File: src/rtl/stbs_pkg.sv
package stbs_pkg;

   // Widths of the item fields on the ports.
   localparam int INDEX_BITS = 10;
   localparam int DATA_BITS  = 32;

   // Search bounds carry two extra bits: low can step past the last index
   // and high can step below zero.
   localparam int BOUND_W = INDEX_BITS + 2;

   // The index wrap splits an index into two halves of this many low bits.
   localparam int SPLIT_BITS = INDEX_BITS / 2;

   // Item commands.
   localparam logic CMD_WRITE  = 1'b0;
   localparam logic CMD_SEARCH = 1'b1;

   typedef enum logic [1:0] {
      ST_IDLE,
      ST_CHECK,
      ST_COMPARE,
      ST_DONE
   } state_type;

   // Commands from the controller to the datapath.
   typedef struct packed {
      logic accept;     // capture the request item; a write also updates the table
      logic probe;      // latch the midpoint and read the table there
      logic step;       // narrow the bounds or record a hit
      logic load_rsp;   // move the finished result into the output register
   } ctl_cmd_type;

   // Status from the datapath to the controller.
   typedef struct packed {
      logic range_empty;
      logic key_hit;
      logic rsp_free;
   } ctl_status_type;

endpackage

File: src/rtl/stbs_ctrl.sv
module stbs_ctrl (
   input  logic                    clock,
   input  logic                    reset,
   input  logic                    req_valid,
   input  logic                    req_cmd,
   input  stbs_pkg::ctl_status_type status,
   output stbs_pkg::ctl_cmd_type    cmd,
   output logic                    req_stall
);
   import stbs_pkg::*;

   state_type state_ff;
   state_type state_in;

   always_ff @(posedge clock) begin
      if (reset) begin
         state_ff <= ST_IDLE;
      end else begin
         state_ff <= state_in;
      end
   end

   always_comb begin
      state_in = state_ff;
      case (state_ff)
         ST_IDLE: begin
            if (req_valid) begin
               state_in = (req_cmd == CMD_SEARCH) ? ST_CHECK : ST_DONE;
            end
         end
         ST_CHECK: begin
            state_in = status.range_empty ? ST_DONE : ST_COMPARE;
         end
         ST_COMPARE: begin
            state_in = status.key_hit ? ST_DONE : ST_CHECK;
         end
         ST_DONE: begin
            if (status.rsp_free) begin
               state_in = ST_IDLE;
            end
         end
         default: begin
            state_in = ST_IDLE;
         end
      endcase
   end

   always_comb begin
      cmd       = '0;
      req_stall = 1'b1;
      case (state_ff)
         ST_IDLE: begin
            req_stall  = 1'b0;
            cmd.accept = req_valid;
         end
         ST_CHECK: begin
            cmd.probe = !status.range_empty;
         end
         ST_COMPARE: begin
            cmd.step = 1'b1;
         end
         ST_DONE: begin
            cmd.load_rsp = status.rsp_free;
         end
         default: begin
            req_stall = 1'b1;
         end
      endcase
   end

endmodule

File: config.mk
export PLATFORM = sky130hd
export DESIGN_NAME = stbs_ctrl
export DESIGN_NICKNAME = d
export VERILOG_FILES = /design/src/rtl/stbs_pkg.sv /design/src/rtl/stbs_ctrl.sv
export SDC_FILE = /design/constraint.sdc
export NUM_CORES = 1
export LEC_CHECK = 0
export BUFFER_PORTS_ARGS = -buffer_cell sky130_fd_sc_hd__clkbuf_2
export CORE_AREA = 2 2 39 41
export CTS_CLUSTER_SIZE = 8
export DETAILED_ROUTE_END_ITERATION = 16
export DIE_AREA = 0 0 41 43
export PLACE_DENSITY = 0.3
export SKIP_LAST_GASP = 1
export SLEW_MARGIN = 5
export SYNTH_ARGS = -nofsm -noshare
export SYNTH_HDL_FRONTEND = slang
export SYNTH_SLANG_ARGS = --single-unit
File: constraint.sdc
create_clock -name clock -period 1.2 [get_ports clock]
set_input_delay 0.12 -clock clock [delete_from_list [all_inputs] [get_ports clock]]
set_output_delay 0.12 -clock clock [all_outputs]
set_load 0.05 [all_outputs]
# After elaboration in Yosys (flattened, before gate mapping)
# Cells that the tools add are included.
# totals
register_bits	2
out_inout_bits	5
in_bits	7
wordCells	20
# op_classes
mux	11
reduce_logical	3
n_eq_ne	5
# op_table
operator	count
2-bit 2-to-1 mux	4
2-bit one-hot mux with 4 select lines	1
1-bit 2-to-1 mux	6
2-bit equality test (second input constant)	2
2-bit != test (second input constant)	2
2-bit by 1-bit equality test with 1-bit output (second input constant)	1
2-bit zero test	1
2-bit AND reduction	1
1-bit zero test	1

# Depth between registers and ports, before layout
# depth
ltp_word	3
mapped_depth	2
mapped_depth_nobuf	2

# Least setup slack after synthesis
# Ideal clock, no wire load.
# synth_timing
kind	register to register
startpoint	register state_ff[0]
endpoint	register state_ff[0]
arrival_time_ns	1.665
n_path_buf	0
path_stages_with_launch	3
setup_time_ns	0.186
synth_period_minus_slack_ns	1.851
t_required_ns	1.014
path_slack_ns	-0.651
cell_sequence	dfxtp_1 > nor3b_1 > nor4_1
# synth_between
elab_chain_len	3
word_cells_on_any_way	8
cone_classes	5 x eq/ne; 1 x mux; 2 x reduce/logical
# synth_rtl
element	line	source
start, declared	stbs_ctrl.sv:12	state_type state_ff;
start signal, assigned	stbs_ctrl.sv:19	state_ff <= state_in;
2-bit equality test / 2-bit zero test (equally long branches)	stbs_ctrl.sv:25	case (state_ff)
2-bit != test (no source line)	n/a	
2-bit AND reduction (no source line)	n/a	
# Parallel ways exist; a longest one is shown, timed or not.
# A chain may end at the register's enable or synchronous reset.

==> impl_table.tex <==
\begin{tabular}{lr}
\hline
Metric & Value \\
\hline
\multicolumn{2}{l}{\textbf{Floorplanning}} \\
Die Height & 43 um \\
Core box area & 1380 um\^{}2 \\
Die X-Extent & just over 40 um \\
Ports & 12 \\
Number of standard-cell rows in the floorplan & 14 \\
Initial core utilization & 8.05\% \\
Die Area & 1760 um\^{}2 \\
\multicolumn{2}{l}{\textbf{STA}} \\
Worst-Margin Slew & 0.222 ns \\
Max Clk Rate & 844 MHz \\
Unrepaired setup endpoints after global routing & true \\
Total count of hold-check failures in the final report & 0 \\
Tightest slew margin relative to the limit & 85.1\% \\
Part of the cycle the worst path needs & 98.8\% \\
Final worst path period need & 1.19 ns \\
Slew Limit Fails & 0 \\
Clock skew & between 0.004 and 0.005 ns \\
Count of final setup violators & 0 \\
\multicolumn{2}{l}{\textbf{Clock network}} \\
Clock tree from TritonCTS & done \\
TritonCTS Buffers & 3 \\
Clock Sink Count & 2 \\
Insertion delay of the later-clocked pin in the worst-skew pair & approximately 0.22 ns \\
CTS clock-pin slew for the worst setup and hold paths & roughly 0.030 ns \\
Clock H-tree levels & 1 \\
Master cell of the clock root buffer & sky130\_fd\_sc\_hd\_\_clkbuf\_4 \\
Max Root-Sink Buffers & 2 \\
Number of hold-repair buffers added at the cts stage & 0 \\
\multicolumn{2}{l}{\textbf{Global routing}} \\
Total congestion overflow after global routing & 0 \\
Number of global-route vias before repair & 174 \\
GR Util All Layers & under 10\% \\
Largest net degree at the start of global routing & 8 \\
Number of antenna violations at the first check in global routing & 0 \\
Global-route wire length before repair & 662 um \\
\multicolumn{2}{l}{\textbf{Logic synthesis}} \\
Total nets after synthesis & 20 \\
Fraction of synthesized cell area taken by the top area cell type & 36.0\% \\
Synth Area in Simple Gates & 44.9\% \\
Netlist area before placement & 111 um\^{}2 \\
Largest family of logic cells by synthesized area & simple AND/OR/NAND/NOR gates \\
Largest area contributor in the synthesized netlist & sky130\_fd\_sc\_hd\_\_dfxtp\_1 \\
Share of synthesized cell area in full adder, half adder and majority cells & 0\% \\
Average cell area after synthesis & about 8.6 um\^{}2 \\
Compound-Gate Fraction of Synth Area & 15.7\% \\
Cells after Synth & 13 \\
Post-synthesis sequential area ratio & 36.0\% \\
Number of different library cells in the post-synthesis netlist & 12 \\
Number of synthesized register bits & 2 \\
Ranking of synthesized cells by area & sky130\_fd\_sc\_hd\_\_dfxtp\_1, sky130\_fd\_sc\_hd\_\_a211oi\_2, sky130\_fd\_sc\_hd\_\_or3b\_1 \\
Share of the synthesized netlist area taken by xor and xnor gates & 0\% \\
Yosys warning count & 0 \\
Share of synthesized area spent on multiplexers & 0\% \\
\multicolumn{2}{l}{\textbf{Route}} \\
Drt total wl & approximately 430 um \\
Antenna-violating nets left & 0 \\
Detailed-route wire length per cell & 10.0 um \\
Vias & $\sim$160 \\
DR DRC count & 0 \\
Mean number of vias per cell & roughly 3.7 \\
Initial DRT Pass Iterations & 1 \\
DRC violation total after the first TritonRoute iteration & 0 \\
\multicolumn{2}{l}{\textbf{Cells and area}} \\
Largest register by flop count & state\_ff \\
Share of the core filled with cells in the final layout & 19.6\% \\
NumNets Final & 36 \\
Top Registers & state\_ff (2) \\
Most frequent standard cell in the layout excluding fill and tap cells & sky130\_fd\_sc\_hd\_\_clkbuf\_2 \\
Area added between synthesis and finish & 144\% \\
Filler cells & 162 \\
Footprint of the multi-input gates & roughly 94 um\^{}2 \\
Most used cells in the layout excluding fill and tap cells & sky130\_fd\_sc\_hd\_\_clkbuf\_2, sky130\_fd\_sc\_hd\_\_clkbuf\_4, sky130\_fd\_sc\_hd\_\_buf\_8, sky130\_fd\_sc\_hd\_\_dfxtp\_2 \\
Diode insertion count for antenna repair & 0 \\
Footprint of the flip-flops and latches & 42.5 um\^{}2 \\
Design area & 272 um\^{}2 \\
Filler-free cell count of the finished design & 43 \\
Layout cell share with drive strength beyond 1 & 77.8\% \\
Max FFs per register & 2 \\
\multicolumn{2}{l}{\textbf{Pwr}} \\
Static Leak & 0.120 nW \\
Worst voltage drop across the vdd grid & 355 uV \\
Areal power density over the cells & 1440 nW/um\^{}2 \\
\multicolumn{2}{l}{\textbf{Setup path}} \\
Nature of the critical path startpoint & flip-flop \\
Critical path start-end classification & reg -> out \\
CP Cell Sequence & or2\_4, nor2\_4, buf\_8 \\
Kind of cell with the highest combined delay on the critical path & simple AND/OR/NAND/NOR gates \\
Largest incremental delay on the critical path & 0.34 ns \\
Count of buffering cells on the critical path with inverters included & 1 \\
Required @ worst endpoint & roughly 1.1 ns \\
Endpoint class of the critical path & output pin \\
Peak fanout along the critical path & 6 \\
Endpoint arrival time on the critical path & 1.07 ns \\
Cell with the largest stage delay on the worst path & sky130\_fd\_sc\_hd\_\_dfxtp\_2 \\
\multicolumn{2}{l}{\textbf{Min path}} \\
HP Class & in -> reg \\
\multicolumn{2}{l}{\textbf{Run}} \\
Max-capacitance violation count & 0 \\
\multicolumn{2}{l}{\textbf{Place}} \\
Cell count after placement & 40 \\
IO buf count & 11 \\
Global placement routability congestion & roughly 0.48 \\
HPWL after detailed placement & around 340 um \\
Placed cell areas & 199 um\^{}2 \\
\multicolumn{2}{l}{\textbf{Outcome}} \\
Run status & finished, final reports clean \\
\hline
\end{tabular}
-- stage by stage --
stage / hold WS (ns) / setup WS (ns) / power (mW) / setup TNS (ns)
2_1_floorplan: 0.193 / -0.110 / 0.178 / -0.152
3_3_place_gp: 0.319 / 0.0578 / 0.211 / 0
3_5_place_dp: 0.321 / 0.0596 / 0.210 / 0
4_1_cts: 0.0767 / -0.00708 / 0.397 / -0.00708
5_1_grt: 0.0901 / -0.0224 / 0.417 / -0.0279
6_report: 0.0875 / 0.0148 / 0.390 / 0
-- layer usage --
metal / part of all wire [%] / global-route usage, % / vias to the layer above
li1: - / - / 77
met1: 35 / 4.14 / 72
met2: 47 / 9.69 / 12
met3: 18 / 6.81 / 0
met4: 0 / 4.00 / 0
met5: 0 / 0 / -
-- what timing repair did --
action / 4_1_cts / 5_1_grt
setup buffers: 0 / 0
endpoints found under the setup margin: 5 / 2
resized for setup: 13 / 2
-- kinds of logic (layout without fill, tap and decap cells) --
| family | count (synthesis) | after routing |
|---|---|---|
| buffers and inverters | 1 | 15 |
| and+or+nand+nor | 8 | 8 |
| AOI/OAI and AO/OA | 2 | 2 |
| DFF | 2 | 2 |
-- cell usage after synthesis, drive strengths merged --
master	n
nor4	1
inv	1
a21oi	1
a211oi	1
and3	1
nor2	1
or3b	1
dfxtp	2
nor3b	1
nor2b	1
or2	1
nor3	1
-- power by group --
part / leakage (nW) / switching (mW) / internal (mW) / total (mW)
logic: 0.0889 / 0.0885 / 0.0628 / 0.151
clock network: 0.0138 / 0.0371 / 0.110 / 0.147
registers: 0.0172 / 0.0149 / 0.0769 / 0.0918
total: 0.120 / 0.140 / 0.250 / 0.390
-- worst paths after layout --
| path | start | endpoint | slack (ns) | cells after the start |
|---|---|---|---|---|
| worst min-delay path | reset | state_ff[1] | 0.09 | 2 |
| worst min register to register | state_ff[0] | state_ff[1] | 0.61 | 2 |
| worst max register to register | state_ff[1] | state_ff[1] | 0.20 | 2 |
| worst max-delay path | state_ff[0] | cmd[3] | 0.01 | 3 |
-- area by class of cell --
type | count | share of cell area (%)
clock buffer | 3 | 8.29
inverter | 1 | 1.38
multi-input combinational | 10 | 34.6
sequential | 2 | 15.7
tap | 16 | 7.37
timing repair buffer | 11 | 32.7
No activity file was read; power rests on OpenSTA's default activity.
